## config.mk

```make
export PLATFORM = sky130hd
export DESIGN_NAME = sbcr_front
export DESIGN_NICKNAME = d
export VERILOG_FILES = /design/src/sbcr_pkg.sv /design/src/sbcr_front.sv
export SDC_FILE = /design/constraint.sdc
export NUM_CORES = 1
export LEC_CHECK = 0
export BUFFER_PORTS_ARGS = -buffer_cell sky130_fd_sc_hd__buf_4
export CORE_MARGIN = 4
export CORE_UTILIZATION = 50
export CTS_CLUSTER_DIAMETER = 50
export DETAILED_ROUTE_END_ITERATION = 12
export PLACE_DENSITY = 0.71
export RECOVER_POWER = 25
export SYNTH_ARGS = -nofsm -noshare
export SYNTH_HDL_FRONTEND = slang
export SYNTH_SLANG_ARGS = --single-unit
```

## constraint.sdc

```tcl
create_clock -name clk -period 15.65 [get_ports clk]
set_input_delay 1.565 -clock clk [delete_from_list [all_inputs] [get_ports clk]]
set_output_delay 1.565 -clock clk [all_outputs]
set_load 0.02 [all_outputs]
```

## src/sbcr_pkg.sv

```systemverilog
// Types, constants and helper functions of the swept box contact resolver
package sbcr_pkg;

  localparam int CoordW = 20;
  localparam int StepW  = 16;
  localparam int TimeW  = 17;
  localparam int FracW  = 16;
  localparam int EdgeW  = 23;
  localparam int RemW   = 17;
  localparam int Lanes  = 4;
  localparam int QueueDepthDefault = 2;
  localparam logic [TimeW-1:0] TimeOne = 17'h10000;

  // Classified transaction handed from the front to the back
  typedef struct packed {
    logic                     hit;
    logic signed [CoordW-1:0] mx;
    logic signed [CoordW-1:0] my;
    logic signed [StepW-1:0]  dx;
    logic signed [StepW-1:0]  dy;
    logic [Lanes-1:0]         tv;
    logic [Lanes-1:0][RemW-1:0] rem;
    logic [StepW-1:0]         adx;
    logic [StepW-1:0]         ady;
  } sbcr_item_t;

  // One divider stage of the back
  typedef struct packed {
    sbcr_item_t               it;
    logic [Lanes-1:0][FracW-1:0] quo;
  } sbcr_stage_t;

  // Qualify a face time n/d and return {valid, starting remainder}
  function automatic logic [RemW:0] face_init(input logic signed [EdgeW-1:0] n,
                                              input logic signed [StepW-1:0] d);
    logic signed [EdgeW-1:0] an;
    logic signed [EdgeW-1:0] ad;
    logic                    ok;
    an = n[EdgeW-1] ? -n : n;
    ad = d[StepW-1] ? -EdgeW'(d) : EdgeW'(d);
    ok = (d != '0) && ((n == '0) ||
         (((n > 0) == (d > 0)) && (an < ad)));
    face_init = ok ? {1'b1, an[RemW-1:0]} : '0;
  endfunction

  // Advance every lane's restoring division by one quotient bit
  function automatic sbcr_stage_t div_step(input sbcr_stage_t s);
    sbcr_stage_t r;
    logic [RemW-1:0] r2;
    logic [RemW-1:0] den;
    r = s;
    for (int i = 0; i < Lanes; i++) begin
      r2  = {s.it.rem[i][RemW-2:0], 1'b0};
      den = (i < 2) ? RemW'(s.it.adx) : RemW'(s.it.ady);
      if (r2 >= den) begin
        r.it.rem[i] = r2 - den;
        r.quo[i]    = {s.quo[i][FracW-2:0], 1'b1};
      end else begin
        r.it.rem[i] = r2;
        r.quo[i]    = {s.quo[i][FracW-2:0], 1'b0};
      end
    end
    return r;
  endfunction

endpackage

```

## src/sbcr_front.sv

```systemverilog
// Front: accept a box pair, run the overlap test and set up the face divisions
module sbcr_front (
  input  logic                              clk,
  input  logic                              rst,
  input  logic                              start,
  output logic                              busy,
  input  logic signed [sbcr_pkg::CoordW-1:0] moving_x,
  input  logic signed [sbcr_pkg::CoordW-1:0] moving_y,
  input  logic [15:0]                       moving_half_width,
  input  logic [15:0]                       moving_half_height,
  input  logic signed [sbcr_pkg::StepW-1:0] step_dx,
  input  logic signed [sbcr_pkg::StepW-1:0] step_dy,
  input  logic signed [sbcr_pkg::CoordW-1:0] wall_x,
  input  logic signed [sbcr_pkg::CoordW-1:0] wall_y,
  input  logic [15:0]                       wall_half_width,
  input  logic [15:0]                       wall_half_height,
  output logic                              push,
  output sbcr_pkg::sbcr_item_t              item,
  input  logic                              full
);

  localparam int W = sbcr_pkg::EdgeW;

  logic signed [W-1:0] mx, my, mhw, mhh, dx, dy, wx, wy, whw, whh;
  logic signed [W-1:0] wl, wr, wt, wb, fx, fy;
  logic [sbcr_pkg::RemW:0] f0, f1, f2, f3;
  logic                 sep, accept, fvalid;
  sbcr_pkg::sbcr_item_t cls;

  // Extend all fields to a common exact width
  always_comb begin
    mx  = W'(moving_x);
    my  = W'(moving_y);
    mhw = W'(moving_half_width);
    mhh = W'(moving_half_height);
    dx  = W'(step_dx);
    dy  = W'(step_dy);
    wx  = W'(wall_x);
    wy  = W'(wall_y);
    whw = W'(wall_half_width);
    whh = W'(wall_half_height);
    wl  = wx - whw;
    wr  = wx + whw;
    wt  = wy - whh;
    wb  = wy + whh;
    fx  = mx + dx;
    fy  = my + dy;
  end

  // Classify: separation of the shifted box, then the four face times
  always_comb begin
    sep = (wr <= fx - mhw) || (fx + mhw <= wl) || (wb <= fy - mhh) || (fy + mhh <= wt);
    f0  = sbcr_pkg::face_init(wr - (mx - mhw), step_dx);
    f1  = sbcr_pkg::face_init(wl - (mx + mhw), step_dx);
    f2  = sbcr_pkg::face_init(wb - (my - mhh), step_dy);
    f3  = sbcr_pkg::face_init(wt - (my + mhh), step_dy);
    cls.hit    = !sep;
    cls.mx     = moving_x;
    cls.my     = moving_y;
    cls.dx     = step_dx;
    cls.dy     = step_dy;
    cls.tv     = {f3[sbcr_pkg::RemW], f2[sbcr_pkg::RemW],
                  f1[sbcr_pkg::RemW], f0[sbcr_pkg::RemW]};
    cls.rem[0] = f0[sbcr_pkg::RemW-1:0];
    cls.rem[1] = f1[sbcr_pkg::RemW-1:0];
    cls.rem[2] = f2[sbcr_pkg::RemW-1:0];
    cls.rem[3] = f3[sbcr_pkg::RemW-1:0];
    cls.adx    = step_dx[sbcr_pkg::StepW-1] ? 16'(-step_dx) : 16'(step_dx);
    cls.ady    = step_dy[sbcr_pkg::StepW-1] ? 16'(-step_dy) : 16'(step_dy);
  end

  assign busy   = fvalid && full;
  assign accept = start && !busy;
  assign push   = fvalid && !full;

  // Hold the classified transaction until the queue takes it
  always_ff @(posedge clk) begin
    if (rst) begin
      fvalid <= 1'b0;
    end else if (accept) begin
      fvalid <= 1'b1;
    end else if (push) begin
      fvalid <= 1'b0;
    end
  end

  always_ff @(posedge clk) begin
    if (accept) begin
      item <= cls;
    end
  end

endmodule

```

==> impl_metrics.tcl <==
set metrics [dict create \
    die_h_um 241 \
    cpMostUsedCell "a21oi_1" \
    post-place-cells 4206 \
    n_antenna_cell 0 \
    cts_resized 0 \
    power.density_nw_per_um2 144 \
    critical-path-max-stage-delay_ns 0.70 \
    routabilityCongestion 0.950 \
    async_flop_share_pct 0 \
    whs_endpoint "fvalid" \
    final_hold_viol_count 0 \
    fmax_ghz 0.0994 \
    antenna_found_initial 3 \
    violations "capacitance limit, slew limit" \
    min_path_type "reg -> reg" \
    rsz0062_at_grt "no" \
    path_delay_family "compound AO/OA/AOI/OAI gates" \
    hpwlAfterDp_mm 66.9 \
    skew_ns 0.0266 \
    yosys_warnings 0 \
    path_class "in -> reg" \
    post-cts-setup-buffers 0 \
    row_count 85 \
    slew_viol_final 29 \
    required_ns 15.86 \
    routed_wl_mm 79.0 \
    clock_path_buffers 2 \
    syn-cell-area_sq_um 27100 \
    setup_ws_ns 5.59 \
    firstDrtPassIters 5 \
    grt_pass1_wl_mm 120 \
    drv_cap 1 \
    crit_fanout 20 \
    final_cell_count_no_fill 4238 \
    cts-buffers-inserted 17 \
    holdCritStartpoint "fvalid" \
    pre_cts_ws_ns 5.30 \
    final_antenna_net_count 0 \
    overflow 0 \
    p_total_mw 4.43 \
    fin_crit_ns 10.06 \
    drive_gt1_share_pct 9.85 \
    relSlewSlack_pct -95.2 \
    holdWs_ns 0.661 \
    r2r-end "item[170]" \
    cp.buffers_inverters 4 \
    ir_drop_uv 84.4 \
    core_area_sq_um 53700 \
    io-pin-count 359 \
    start_util_pct 50.5 \
    endpoint_kind "flip-flop" \
    synth_edf_count 175 \
    drc_errors 0 \
    reg2reg_slack_ns 11.52 \
    synth_area_leader_cell "ha_1" \
    area_growth_pct 13.5 \
    ys_seq_area_share_pct 19.5 \
    grt_max_degree 79 \
    min_period_over_period_pct 64.3 \
    syn_area_per_cell_sq_um 8.49 \
    synth_top_area_share_pct 21.1 \
    synth_area_leaders "ha_1 21%, edfxtp_1 19%, xnor2_1 6.8%, inv_1 5.5%, fa_1 5.5%" \
    viasPerCell 5.61 \
    outcome "complete, but fails checks" \
    track_usage_pct 26.5 \
    reg2reg_from "fvalid" \
    tightest_slew_ns 2.92 \
    clkSinkCount 176 \
    h-tree-depth 4 \
    startpoint "wall_x[0]" \
    cts_tree "done" \
    drt_iter0_markers 1798 \
    synth_cell_type_count 104 \
    die_area_sq_um 58000 \
    avgRoutedWirePerCell_um 18.6 \
    critPathLaunchType "input pin" \
    die_width_um 241 \
    setup_tns_ns 0 \
    synthCells 3193 \
    hold_buffers 0 \
    port_buffers 358 \
    nets 4241 \
    num_vias 23800 \
    rr_worst_depth 3 \
    regArea_sq_um 5280 \
    cp_slowest_cell "a21boi_2" \
    whs_path_depth 3 \
    cts_root_buffer "clkbuf_16" \
    clk_pin_slew_worst_paths_ns 0.07 \
    grt_pass1_vias 21800 \
    ys_seq_elements 176 \
    clkLatencyLatePin_ns 0.51 \
    setup_viol 0 \
    leakage_nw 14.5 \
    synth_ff_type "edfxtp_1" \
    multi_input_area_sq_um 20100 \
    arrival_ns 10.26 \
    fillers 4961 \
]
-- per-layer routing --
layer  track usage [%]  part of all wire (%)  vias to the layer above
li1                  -                     -                    11900
met1              41.0                    50                    11000
met2              39.1                    42                      753
met3              4.26                   7.1                       60
met4              5.29                   1.5                        4
met5                 0                 0.051                        -
-- power breakdown --
part | internal (mW) | switching (mW)
logic | 1.36 | 1.95
clock network | 0.273 | 0.220
registers | 0.601 | 0.0185
total | 2.24 | 2.19
-- sequential cells by signal, summed over array words and instances (netlist names) --
name,cells
item,175
fvalid,1
-- worst max path at each step --
stage / endpoint / cells after the start
5_1_grt: item[53] / 37
6_report: item[58] / 37
4_1_cts: item[58] / 37
2_1_floorplan: item[0] / 2
3_5_place_dp: item[58] / 37
3_3_place_gp: item[61] / 37
-- tightest hold or removal path: stages, from the launching register on --
cell and delay, ns:
dfxtp_1 0.30, and2_0 0.17, nor2_1 0.10, nor2_1 0.04
-- per-stage QoR --
step                      instance area, sq um  utilization (%)
final                                    30800             57.3
after global routing                     30800             57.3
after CTS                                31200             58.0
after detailed placement                 30500             56.8
after global placement                   30500             56.8
after floorplan                          27200                -
-- synth_stat cells (11+ instances only) --
cell / instances
xnor2_1: 209
o2111ai_1: 11
clkbuf_1: 64
or2_2: 13
inv_1: 398
nor4_1: 24
o21ai_0: 121
nand2b_1: 45
nor3b_1: 23
a31oi_1: 25
nor3_1: 68
nor2b_1: 85
or3_1: 34
nor3_2: 12
fa_1: 74
and2_1: 15
a21o_1: 105
o21a_1: 36
ha_1: 458
a21oi_1: 235
nand2_1: 151
o31ai_1: 23
a211oi_1: 17
and3_1: 45
xor2_1: 131
nand4_1: 36
edfxtp_1: 175
nor2_1: 239
o21bai_1: 35
o211ai_1: 21
nand3_1: 50
-- kinds of logic (layout without fill, tap and decap cells) --
group / after synthesis / after routing / share of synthesized area [%]
simple gates: 887 / 887 / 17.0
compound gates: 771 / 771 / 18.9
fa+ha+maj: 534 / 534 / 26.7
buf+inv: 476 / 795 / 6.70
xor+xnor: 340 / 340 / 11.0
flops: 176 / 176 / 19.5
mux: 7 / 7 / 0.286
other cells: 2 / 32 / 0.0277
-- placed cells by master (no fill, tap or decap), types with 10 or more instances in the layout --
cell type  count
a211oi_1      17
a21o_1       105
a21oi_1      235
a31oi_1       25
and2_1        14
and3_1        45
buf_4        259
clkbuf_1     103
clkbuf_16     17
conb_1        32
edfxtp_1     175
fa_1          74
ha_1         458
inv_1        398
nand2_1      151
nand2b_1      45
nand3_1       50
nand3b_1      10
nand4_1       36
nor2_1       239
nor2b_1       85
nor3_1        68
nor3_2        12
nor3b_1       23
nor4_1        23
o2111ai_1     11
o211ai_1      21
o21a_1        36
o21ai_0      121
o21bai_1      35
o31ai_1       23
or2_2         13
or3_1         34
xnor2_1      208
xor2_1       131
-- cell type report --
cell class | count | area share (%)
sequential | 176 | 17.1
timing repair buffer | 363 | 7.60
tap | 696 | 2.83
clock buffer | 17 | 1.38
clock inverter | 15 | 0.719
multi-input combinational | 2571 | 65.5
inverter | 400 | 4.88
Note: power is estimated with default switching activity, not from simulation.
