$ cat config.mk
export PLATFORM = sky130hd
export DESIGN_NAME = sbcr_queue
export DESIGN_NICKNAME = d
export VERILOG_FILES = /design/src/sbcr_pkg.sv /design/src/sbcr_queue.sv
export SDC_FILE = /design/constraint.sdc
export NUM_CORES = 1
export LEC_CHECK = 0
export BUFFER_PORTS_ARGS = -buffer_cell sky130_fd_sc_hd__clkbuf_2
export CAP_MARGIN = 0
export CELL_PAD_IN_SITES_DETAIL_PLACEMENT = 1
export CELL_PAD_IN_SITES_GLOBAL_PLACEMENT = 1
export CORE_ASPECT_RATIO = 1.4
export CORE_MARGIN = 3
export CORE_UTILIZATION = 40
export CTS_CLUSTER_SIZE = 25
export DETAILED_ROUTE_END_ITERATION = 12
export PLACE_DENSITY = 0.8
export SYNTH_ARGS = -nofsm -noshare
export SYNTH_HDL_FRONTEND = slang
export SYNTH_SLANG_ARGS = --single-unit
export TNS_END_PERCENT = 50
$ cat constraint.sdc
create_clock -name clk -period 11.9 [get_ports clk]
set_input_delay 0.595 -clock clk [delete_from_list [all_inputs] [get_ports clk]]
set_output_delay 0.595 -clock clk [all_outputs]
set_load 0.01 [all_outputs]
$ cat src/sbcr_pkg.sv
// Types, constants and helper functions of the swept box contact resolver
package sbcr_pkg;

  localparam int CoordW = 20;
  localparam int StepW  = 16;
  localparam int TimeW  = 17;
  localparam int FracW  = 16;
  localparam int EdgeW  = 23;
  localparam int RemW   = 17;
  localparam int Lanes  = 4;
  localparam int QueueDepthDefault = 2;
  localparam logic [TimeW-1:0] TimeOne = 17'h10000;

  // Classified transaction handed from the front to the back
  typedef struct packed {
    logic                     hit;
    logic signed [CoordW-1:0] mx;
    logic signed [CoordW-1:0] my;
    logic signed [StepW-1:0]  dx;
    logic signed [StepW-1:0]  dy;
    logic [Lanes-1:0]         tv;
    logic [Lanes-1:0][RemW-1:0] rem;
    logic [StepW-1:0]         adx;
    logic [StepW-1:0]         ady;
  } sbcr_item_t;

  // One divider stage of the back
  typedef struct packed {
    sbcr_item_t               it;
    logic [Lanes-1:0][FracW-1:0] quo;
  } sbcr_stage_t;

  // Qualify a face time n/d and return {valid, starting remainder}
  function automatic logic [RemW:0] face_init(input logic signed [EdgeW-1:0] n,
                                              input logic signed [StepW-1:0] d);
    logic signed [EdgeW-1:0] an;
    logic signed [EdgeW-1:0] ad;
    logic                    ok;
    an = n[EdgeW-1] ? -n : n;
    ad = d[StepW-1] ? -EdgeW'(d) : EdgeW'(d);
    ok = (d != '0) && ((n == '0) ||
         (((n > 0) == (d > 0)) && (an < ad)));
    face_init = ok ? {1'b1, an[RemW-1:0]} : '0;
  endfunction

  // Advance every lane's restoring division by one quotient bit
  function automatic sbcr_stage_t div_step(input sbcr_stage_t s);
    sbcr_stage_t r;
    logic [RemW-1:0] r2;
    logic [RemW-1:0] den;
    r = s;
    for (int i = 0; i < Lanes; i++) begin
      r2  = {s.it.rem[i][RemW-2:0], 1'b0};
      den = (i < 2) ? RemW'(s.it.adx) : RemW'(s.it.ady);
      if (r2 >= den) begin
        r.it.rem[i] = r2 - den;
        r.quo[i]    = {s.quo[i][FracW-2:0], 1'b1};
      end else begin
        r.it.rem[i] = r2;
        r.quo[i]    = {s.quo[i][FracW-2:0], 1'b0};
      end
    end
    return r;
  endfunction

endpackage

$ cat src/sbcr_queue.sv
// Short queue between the front and the back
module sbcr_queue #(
  parameter int Depth = sbcr_pkg::QueueDepthDefault
) (
  input  logic                 clk,
  input  logic                 rst,
  input  logic                 push,
  input  sbcr_pkg::sbcr_item_t din,
  output logic                 full,
  input  logic                 pop,
  output logic                 empty,
  output sbcr_pkg::sbcr_item_t dout
);

  localparam int AddrW  = (Depth > 1) ? $clog2(Depth) : 1;
  localparam int CountW = $clog2(Depth + 1);

  sbcr_pkg::sbcr_item_t entries [Depth];
  logic [AddrW-1:0]  wptr, rptr;
  logic [CountW-1:0] count;

  assign full  = (count == CountW'(Depth));
  assign empty = (count == '0);
  assign dout  = entries[rptr];

  // Advance pointers and occupancy
  always_ff @(posedge clk) begin
    if (rst) begin
      wptr  <= '0;
      rptr  <= '0;
      count <= '0;
    end else begin
      if (push) begin
        wptr <= (wptr == AddrW'(Depth - 1)) ? '0 : wptr + 1'b1;
      end
      if (pop) begin
        rptr <= (rptr == AddrW'(Depth - 1)) ? '0 : rptr + 1'b1;
      end
      if (push && !pop) begin
        count <= count + 1'b1;
      end else if (pop && !push) begin
        count <= count - 1'b1;
      end
    end
  end

  always_ff @(posedge clk) begin
    if (push) begin
      entries[wptr] <= din;
    end
  end

endmodule

==> results of run 1 <==
flip-flops by register name (all words and copies together), names as in the netlist, named ones only:
name and flops:
count 2, entries 354, rptr 1, wptr 1
final cells by class:
cell class	instances	area [um^2]	share of cell area, %
flip-flops and latches	359	10730	63.49
multi-input cells	193	2592	15.33
repair buffers	366	1849	10.94
clock buffers	50	984.7	5.824
well taps	445	556.8	3.293
clock inverters	13	167.7	0.9917
diodes	7	17.52	0.1036
inverters	1	3.754	0.02220
placed cells by master, fill, tap and decap left out, types with 4 or more instances in the layout:
| cell | count |
|---|---|
| edfxtp_1 | 354 |
| clkbuf_1 | 12 |
| nor2_1 | 5 |
| clkbuf_16 | 37 |
| bufinv_16 | 4 |
| mux2_2 | 47 |
| buf_4 | 7 |
| dfxtp_1 | 4 |
| diode_2 | 7 |
| mux2_4 | 130 |
| clkbuf_2 | 359 |
| clkinv_2 | 4 |
kinds of logic (layout without fill, tap and decap cells):
kind of cell    Yosys count  after routing  synth area share, %
flops                   359            359                79.39
mux                     177            177                18.36
buf+inv                  21            430                1.509
simple gates              9              9               0.3240
xor+xnor                  4              4               0.2592
compound gates            2              2              0.07398
fa+ha+maj                 1              1              0.09255
other cells               0              7                    0
worst reg2reg max path: cells and delay by family, from the launching register on:
kind	cells	cell delay (ns)
simple gates	1	0.62
flops	1	0.35
buf+inv	1	0.94
report_power, final:
group	leakage, nW	internal (mW)	switching [mW]
combinational	2.73	0.165	0.173
sequential	3.36	1.48	0.0235
clock	0.559	0.665	0.440
final timing paths:
path | cells past startpoint | from | slack [ns] | end
worst max-delay path | 4 | flop | 7.97 | dout[173]
worst max register to register | 2 | wptr | 9.47 | entries[0][14]
worst min-delay path | 1 | din[167] | 0.27 | entries[1][167]
worst min register to register | 2 | count[1] | 0.53 | count[1]
through the flow:
stage               setup slack [ns]  area [um^2]  util (%)  cells
floorplan                      2.926        13520         -    573
global placement               8.470        15740     47.24   1364
detailed placement             8.451        15740     47.24   1364
CTS                            7.902        16890     50.70   1427
global route                   7.777        16900     50.74   1432
finish                         7.971        16910     50.75   1434
metal layers:
metal	track usage (%)	vias up	part of all wire, %
met5	0	-	0.15
met4	7.776	6	4.5
met3	5.052	81	7.5
met2	29.18	250	54
met1	15.85	3243	34
li1	-	3052	-
==> metrics, run 1 <==
max-slew violations=0; via/cell ratio=around 4.6; # rows=79; number of buffer cells added on primary ports=359; Yosys top cell by area=edfxtp_1; WHS=0.2740 ns; Initial Util=40.58%; Max VDD drop=between 0.00015 and 0.0002 V; share of cells above drive strength 1=60.49%; Avg Cell Area, Syn=23.59 um^2; Die H=223.5 um; run status=complete, no violations; Tot GR Track Use=15.80%; DR vias=6632; synth cell count leaders=edfxtp_1 (354), mux2_4 (130), mux2_2 (47); CP peak stage delay=0.83 ns; clk_skew=0.01889 ns; clock latency on the worst-skew pair=0.51 ns; first-pass GRT wire length=42810 um; MaxCap Viol Count=0; FILL cells=3158; Worst slew margin=21.97%; Yosys cell types=16; Mapped Area=13520 um^2; Final ANT Viol Nets=0; I/O pin cnt=360; CP endpoint kind=output pin; remaining design rule violation count=0; Worst Tran Pin Value=between 1 and 1.5 ns; leakage=6.656 nW; Post-Synthesis Cells=between 500 and 600; Buf+Inv Stages, Crit Path=3; Total Nets Final=1139; core area=33310 um^2; DP HPWL=20540 um; # setup viols final=0; total CTS buffers=36; largest net degree at the start of global routing=83; Area contributors post-synth=edfxtp_1 (79%), mux2_4 (14%), mux2_2 (3.9%), buf_6 (1.3%), dfxtp_1 (0.74%); Routability Congestion=0.7679; Post-synth EDFFs=354; most frequent CP cell=buf_4; Post-Route WL=between 20000 and 30000 um; Power Total=approximately 3 mW; setup bufs post-CTS=0; clock-pin slew on the worst setup and hold paths=0.06 ns; Yosys reg bits=359; critical path's top delay family=buffers and inverters; CTS root buf=clkbuf_16; CP Max Fanout=58; PostCTS Resize Cnt=0; Area Overhead vs Synth=25.08%; hold-fix buffers at CTS=0; CTS Sinks=about 360; Tcrit/Tclk final=33.01%; fraction of registers with async set/reset=0%; Final Hold Fails=0; vias in the first global route=roughly 7300; critical path arrival=3.33 ns; maximum clock path buffer count=3; DRT iter0 DRCs=291; Synth Net Count=755; CP Launch Type=flop; worst hold path type=input pin to flop; fmax=around 250 MHz; critical path's slowest cell=buf_4; Die W=161.4 um; sequential area share after synthesis=between 70% and 80%; critical path class=flop to output pin; most frequent cell after synthesis=edfxtp_1; antenna violations before repair=10; Detailed Routing Iterations Pass 1=6; CP Data Required Time=11.31 ns; die area=36060 um^2; Synth top area share=78.64%; min Tclk post-route=3.929 ns; H-tree level count=2; crit-path cells=buf_4, buf_4, mux2_2, clkbuf_2; top_reg_cell synth=edfxtp_1; PD cells=174.2 nW/um^2; TNS Setup=0 ns; CTS tree=yes; WL/cell=around 21 um; YS warnings=0; global route overflow=0; RSZ-0062 raised after global routing=false
Note: power is estimated with default switching activity, not from simulation.
==> run 2, diff against run 1 <==
--- a/config.mk
+++ b/config.mk
@@ -5,6 +5,7 @@
 export SDC_FILE = /design/constraint.sdc
 export NUM_CORES = 1
 export LEC_CHECK = 0
+export ABC_AREA = 1
 export BUFFER_PORTS_ARGS = -buffer_cell sky130_fd_sc_hd__clkbuf_2
 export CAP_MARGIN = 0
 export CELL_PAD_IN_SITES_DETAIL_PLACEMENT = 1
@@ -14,7 +15,7 @@
 export CORE_UTILIZATION = 40
 export CTS_CLUSTER_SIZE = 25
 export DETAILED_ROUTE_END_ITERATION = 12
-export PLACE_DENSITY = 0.8
+export PLACE_DENSITY = 0.83
 export SYNTH_ARGS = -nofsm -noshare
 export SYNTH_HDL_FRONTEND = slang
 export SYNTH_SLANG_ARGS = --single-unit
==> constraint.sdc (replaced) <==
create_clock -name clk -period 3.3 [get_ports clk]
set_input_delay 0.165 -clock clk [delete_from_list [all_inputs] [get_ports clk]]
set_output_delay 0.165 -clock clk [all_outputs]
set_load 0.01 [all_outputs]
==> metrics, run 2 <==
WHS=between 0.06 and 0.07 ns; Power Total=between 10 and 15 mW; fmax=412.2 MHz; Final WS setup=~0.87 ns; global route overflow=0; TNS Setup=0 ns; Comb power frac=between 10% and 20%; Post-Place Setup Slack=between 1 and 1.5 ns; I/O pin cnt=360; commonest cells after routing, fill and taps aside=clkbuf_2 (359), edfxtp_1 (354), dlygate4sd3_1 (180), mux2_4 (130), mux2_2 (47); Tot GR Track Use=20.08%; CP Launch Type=flop; leading cell type in the layout, fill and taps excluded=clkbuf_2; crit-path cells=buf_12, buf_12, mux2_4, clkbuf_2; Biggest register=entries; YS warnings=0; Die H=223.7 um; Reg power frac=around 51%; Yosys reg bits=359; worst hold path type=input pin to flop; critical path class=flop to output pin; synth cell count leaders=edfxtp_1 (354), mux2_4 (130), mux2_2 (47); Area contributors post-synth=edfxtp_1 (79%), mux2_4 (14%), mux2_2 (3.9%), buf_6 (1.3%), dfxtp_1 (0.74%); PostCTS Resize Cnt=0; PD cells=560.5 nW/um^2; DRT iter0 DRCs=364; Final Hold Fails=0; min Tclk post-route=2.426 ns; Routability Congestion=0.8139; CP endpoint kind=output pin; Post-Route WL=36880 um; # rows=79; Synth top area share=78.52%; Post-Synthesis Cells=584; Post-synth EDFFs=354; number of buffer cells added on primary ports=359; RSZ-0062 raised after global routing=false; most frequent cell after synthesis=edfxtp_1; remaining design rule violation count=0; setup bufs post-CTS=0; first-pass GRT wire length=54210 um; FF-to-FF setup slack=1.58 ns; critical path arrival=2.26 ns; share of cells above drive strength 1=50.81%; most frequent CP cell=buf_12; CTS root buf=clkbuf_16; Net Switching=2.436 mW; Max VDD drop=0.0003663 V; Sw Share=23.20%; Detailed Routing Iterations Pass 1=4; critical path's slowest cell=dfxtp_4; final instance area=about 19000 um^2; CP peak stage delay=0.63 ns; clock-pin slew on the worst setup and hold paths=0.07 ns; leakage=7.414 nW; Die W=about 160 um; clock share of power=a little over a third; Area Overhead vs Synth=38.34%; max reg flops=354; vias in the first global route=between 8000 and 9000; cell internal pwr=a little over 8 mW; largest net degree at the start of global routing=100; H-tree level count=2; DR vias=7666; Worst slew margin=~60%; core area=33310 um^2; sequential area share after synthesis=between 70% and 80%; Post-Layout Cell Count=1622; Avg Cell Area, Syn=~23 um^2; die area=36120 um^2; max-slew violations=0; Mapped Area=around 14000 um^2; placed instance area=15880 um^2; fraction of registers with async set/reset=0%; Tcrit/Tclk final=73.52%; FF/Latch Area=10740 um^2; WL/cell=between 20 and 25 um; Yosys top cell by area=edfxtp_1; Multi-input gate area=2584 um^2; clock latency on the worst-skew pair=0.53 ns; top flop regs=entries: 354 flops, count: 2 flops; antenna violations before repair=6; run status=complete, no violations; Initial Util=between 40% and 50%; Final ANT Viol Nets=0; via/cell ratio=4.726; Worst Tran Pin Value=0.6030 ns; Yosys cell types=16; total CTS buffers=36; # setup viols final=0; FILL cells=between 3000 and 4000; Total Nets Final=1332; CP Data Required Time=3.13 ns; utilization after layout=between 50% and 60%; CTS Sinks=359; Synth Net Count=766; placed insts=approximately 1400; DP HPWL=22620 um; maximum clock path buffer count=3; MaxCap Viol Count=0; CTS tree=yes; clk_skew=approximately 0.023 ns; top_reg_cell synth=edfxtp_1; CP Max Fanout=38
[run 2: cell type report]
| cell class | instances | area share, % |
|---|---|---|
| Inverter | 9 | 0.2004 |
| Clock inverter | 16 | 0.4409 |
| Tap cell | 445 | 2.973 |
| Multi-Input combinational cell | 196 | 13.80 |
| Sequential cell | 359 | 57.32 |
| Clock buffer | 45 | 5.104 |
| Antenna cell | 4 | 0.05345 |
| Timing Repair Buffer | 548 | 20.11 |
[run 2: worst paths after layout]
path,startpoint,to,depth (start not counted)
worst max-delay path,flop,dout[95],4
worst min register to register,count[0],count[0],2
worst min-delay path,push,count[0],3
worst max register to register,wptr,wptr,4
[run 2: cells by family after synthesis]
| kind of cell | synth area share, % |
|---|---|
| AO/OA/AOI/OAI | 0.07387 |
| XOR/XNOR | 0.06471 |
| adder cells (fa/ha/maj) | 0.09241 |
| buffers and inverters | 1.728 |
| flip-flops | 79.26 |
| multiplexers | 18.33 |
| AND/OR/NAND/NOR | 0.4529 |
[run 2: metal layers]
metal	vias up	wire length [um]	GRT usage (%)
li1	3453	-	-
met4	6	2131	11.41
met1	3797	12160	20.10
met5	-	34	0
met2	298	20750	38.14
met3	112	1803	4.070
[run 2: worst max-delay path, delay by kind of cell, from the launching register on]
family,cells,cell delay (ns)
buf+inv,3,0.70
flops,1,0.63
mux,1,0.35
[run 2: what timing repair did]
action | CTS | global route
hold buffers | 180 | 0
hold endpoints to repair | 359 | 0
setup endpoints to repair | 0 | 0
[run 2: power groups by stage]
stage | Clock (mW) | Combinational [mW] | Sequential (mW)
CTS | 3.78 | 1.38 | 5.38
floorplan | 0 | 0.723 | 5.44
detailed placement | 0 | 1.19 | 5.47
global placement | 0 | 1.15 | 5.45
global route | 4.01 | 1.47 | 5.40
finish | 3.72 | 1.39 | 5.38
==> run 3, diff against run 2 <==
--- a/config.mk
+++ b/config.mk
@@ -15,7 +15,7 @@
 export CORE_UTILIZATION = 40
 export CTS_CLUSTER_SIZE = 25
 export DETAILED_ROUTE_END_ITERATION = 12
-export PLACE_DENSITY = 0.83
+export PLACE_DENSITY = 0.8
 export SYNTH_ARGS = -nofsm -noshare
 export SYNTH_HDL_FRONTEND = slang
 export SYNTH_SLANG_ARGS = --single-unit
==> constraint.sdc (replaced) <==
create_clock -name clk -period 2.5 [get_ports clk]
set_input_delay 0.125 -clock clk [delete_from_list [all_inputs] [get_ports clk]]
set_output_delay 0.125 -clock clk [all_outputs]
set_load 0.01 [all_outputs]
==> metrics, run 3 (synthesized netlist as in run 2, its figures left out) <==
leakage=7.479 nW; Die H=223.7 um; final instance area=roughly 19000 um^2; setup bufs post-CTS=0; vias in the first global route=8704; worst r2r dst=wptr; H-tree level count=2; Area Overhead vs Synth=39.14%; utilization after layout=56.55%; TNS Setup=0 ns; WL/cell=21.39 um; first-pass GRT wire length=51480 um; Initial Util=about two fifths; fmax=464.4 MHz; die area=36120 um^2; placed instance area=roughly 16000 um^2; Worst Tran Pin Value=0.5485 ns; PD cells=739.6 nW/um^2; maximum clock path buffer count=3; Biggest register=entries; leading cell type in the layout, fill and taps excluded=clkbuf_2; CTS Sinks=359; max reg flops=354; critical path class=flop to output pin; remaining design rule violation count=0; critical path arrival=2.03 ns; total CTS buffers=35; # setup viols final=0; MaxCap Viol Count=0; FF-to-FF setup slack=0.95 ns; WHS=0.03947 ns; FILL cells=3066; # rows=79; via/cell ratio=about 4.7; DR vias=7642; Detailed Routing Iterations Pass 1=4; Total Nets Final=1338; number of buffer cells added on primary ports=359; run status=complete, no violations; core area=33310 um^2; CP Data Required Time=2.38 ns; CTS root buf=clkbuf_16; CP Launch Type=flop; Die W=161.5 um; Worst slew margin=between 60% and 70%; global route overflow=0; PostCTS Resize Cnt=0; share of cells above drive strength 1=50.89%; DRT iter0 DRCs=~320; min Tclk post-route=2.153 ns; I/O pin cnt=360; RSZ-0062 raised after global routing=false; top flop regs=entries: 354 flops, count: 2 flops; Final Hold Fails=0; hold path startpoint=push; max-slew violations=0; Tot GR Track Use=between 10% and 20%; CP Max Fanout=22; Max VDD drop=0.0005718 V; commonest cells after routing, fill and taps aside=clkbuf_2 (359), edfxtp_1 (354), dlygate4sd3_1 (180), mux2_4 (130), mux2_2 (47); largest net degree at the start of global routing=93; CTS tree=yes; CP endpoint kind=output pin; Hold Path Sink=count[0]; hold depth=3; Final ANT Viol Nets=0; clock latency on the worst-skew pair=0.51 ns; clock-pin slew on the worst setup and hold paths=0.06 ns; antenna violations before repair=5; Tcrit/Tclk final=86.13%; Routability Congestion=between 0.7 and 0.8; Post-Route WL=34860 um; DP HPWL=around 21000 um; cell depth of the worst flop-to-flop path=4; clk_skew=around 0.017 ns; FF-to-FF Start=wptr; worst hold path type=input pin to flop
==> run 3: cell count changes in the layout (fill, tap and decap cells not counted) <==
cell	before	now
buf_12	8	11
buf_4	1	5
bufinv_16	0	1
clkinv_1	7	10
clkinvlp_4	4	1
==> run 3: critical path: stages, from the launching register on <==
cell      delay, ns
dfxtp_4        0.55
buf_12         0.25
buf_12         0.21
mux2_2         0.36
clkbuf_2       0.14
==> run 3: layout make-up <==
class / count / area, um^2 / area share (%)
antenna: 4 / 10.01 / 0.05314
clock buffer: 45 / 955.9 / 5.075
clock inverter: 17 / 101.3 / 0.5380
inverter: 9 / 37.54 / 0.1993
multi-input combinational: 196 / 2584 / 13.72
sequential: 359 / 10740 / 56.99
tap: 445 / 556.8 / 2.956
timing repair buffer: 555 / 3856 / 20.47
==> run 3: worst max path at each step <==
stage                     startpoint             to  slack (ns)  depth (start not counted)
final                           flop      dout[162]        0.35                          4
after global routing            flop      dout[114]        0.27                          4
after CTS                       flop      dout[107]        0.32                          4
after detailed placement        flop      dout[107]        0.88                          4
after global placement          flop       dout[21]        0.89                          3
after floorplan                 wptr  entries[1][0]       -0.93                          2
==> run 3: metrics by stage <==
stage / setup WS [ns] / power [mW] / cells
floorplan: -0.9284 / 8.136 / 584
global placement: 0.8882 / 8.738 / 1384
detailed placement: 0.8804 / 8.807 / 1384
CTS: 0.3227 / 14.03 / 1626
global route: 0.2658 / 14.41 / 1630
finish: 0.3469 / 13.93 / 1630
==> run 3: what timing repair did <==
action	in CTS	in global routing
hold buffers	180	0
setup endpoints to repair	0	0
hold endpoints to repair	359	0
==> run 3: layer usage <==
layer / GRT usage, % / vias up / wire (um)
met1: 18.54 / 3785 / 11770
li1: - / 3465 / -
met2: 36.59 / 299 / 19370
met4: 8.414 / 2 / 1565
met5: 0 / - / 16
met3: 4.624 / 91 / 2133
==> run 3: power by group <==
group | internal (mW) | switching, mW | total [mW]
combinational | 0.974 | 0.885 | 1.86
clock | 2.80 | 2.19 | 4.99
sequential | 6.98 | 0.106 | 7.08
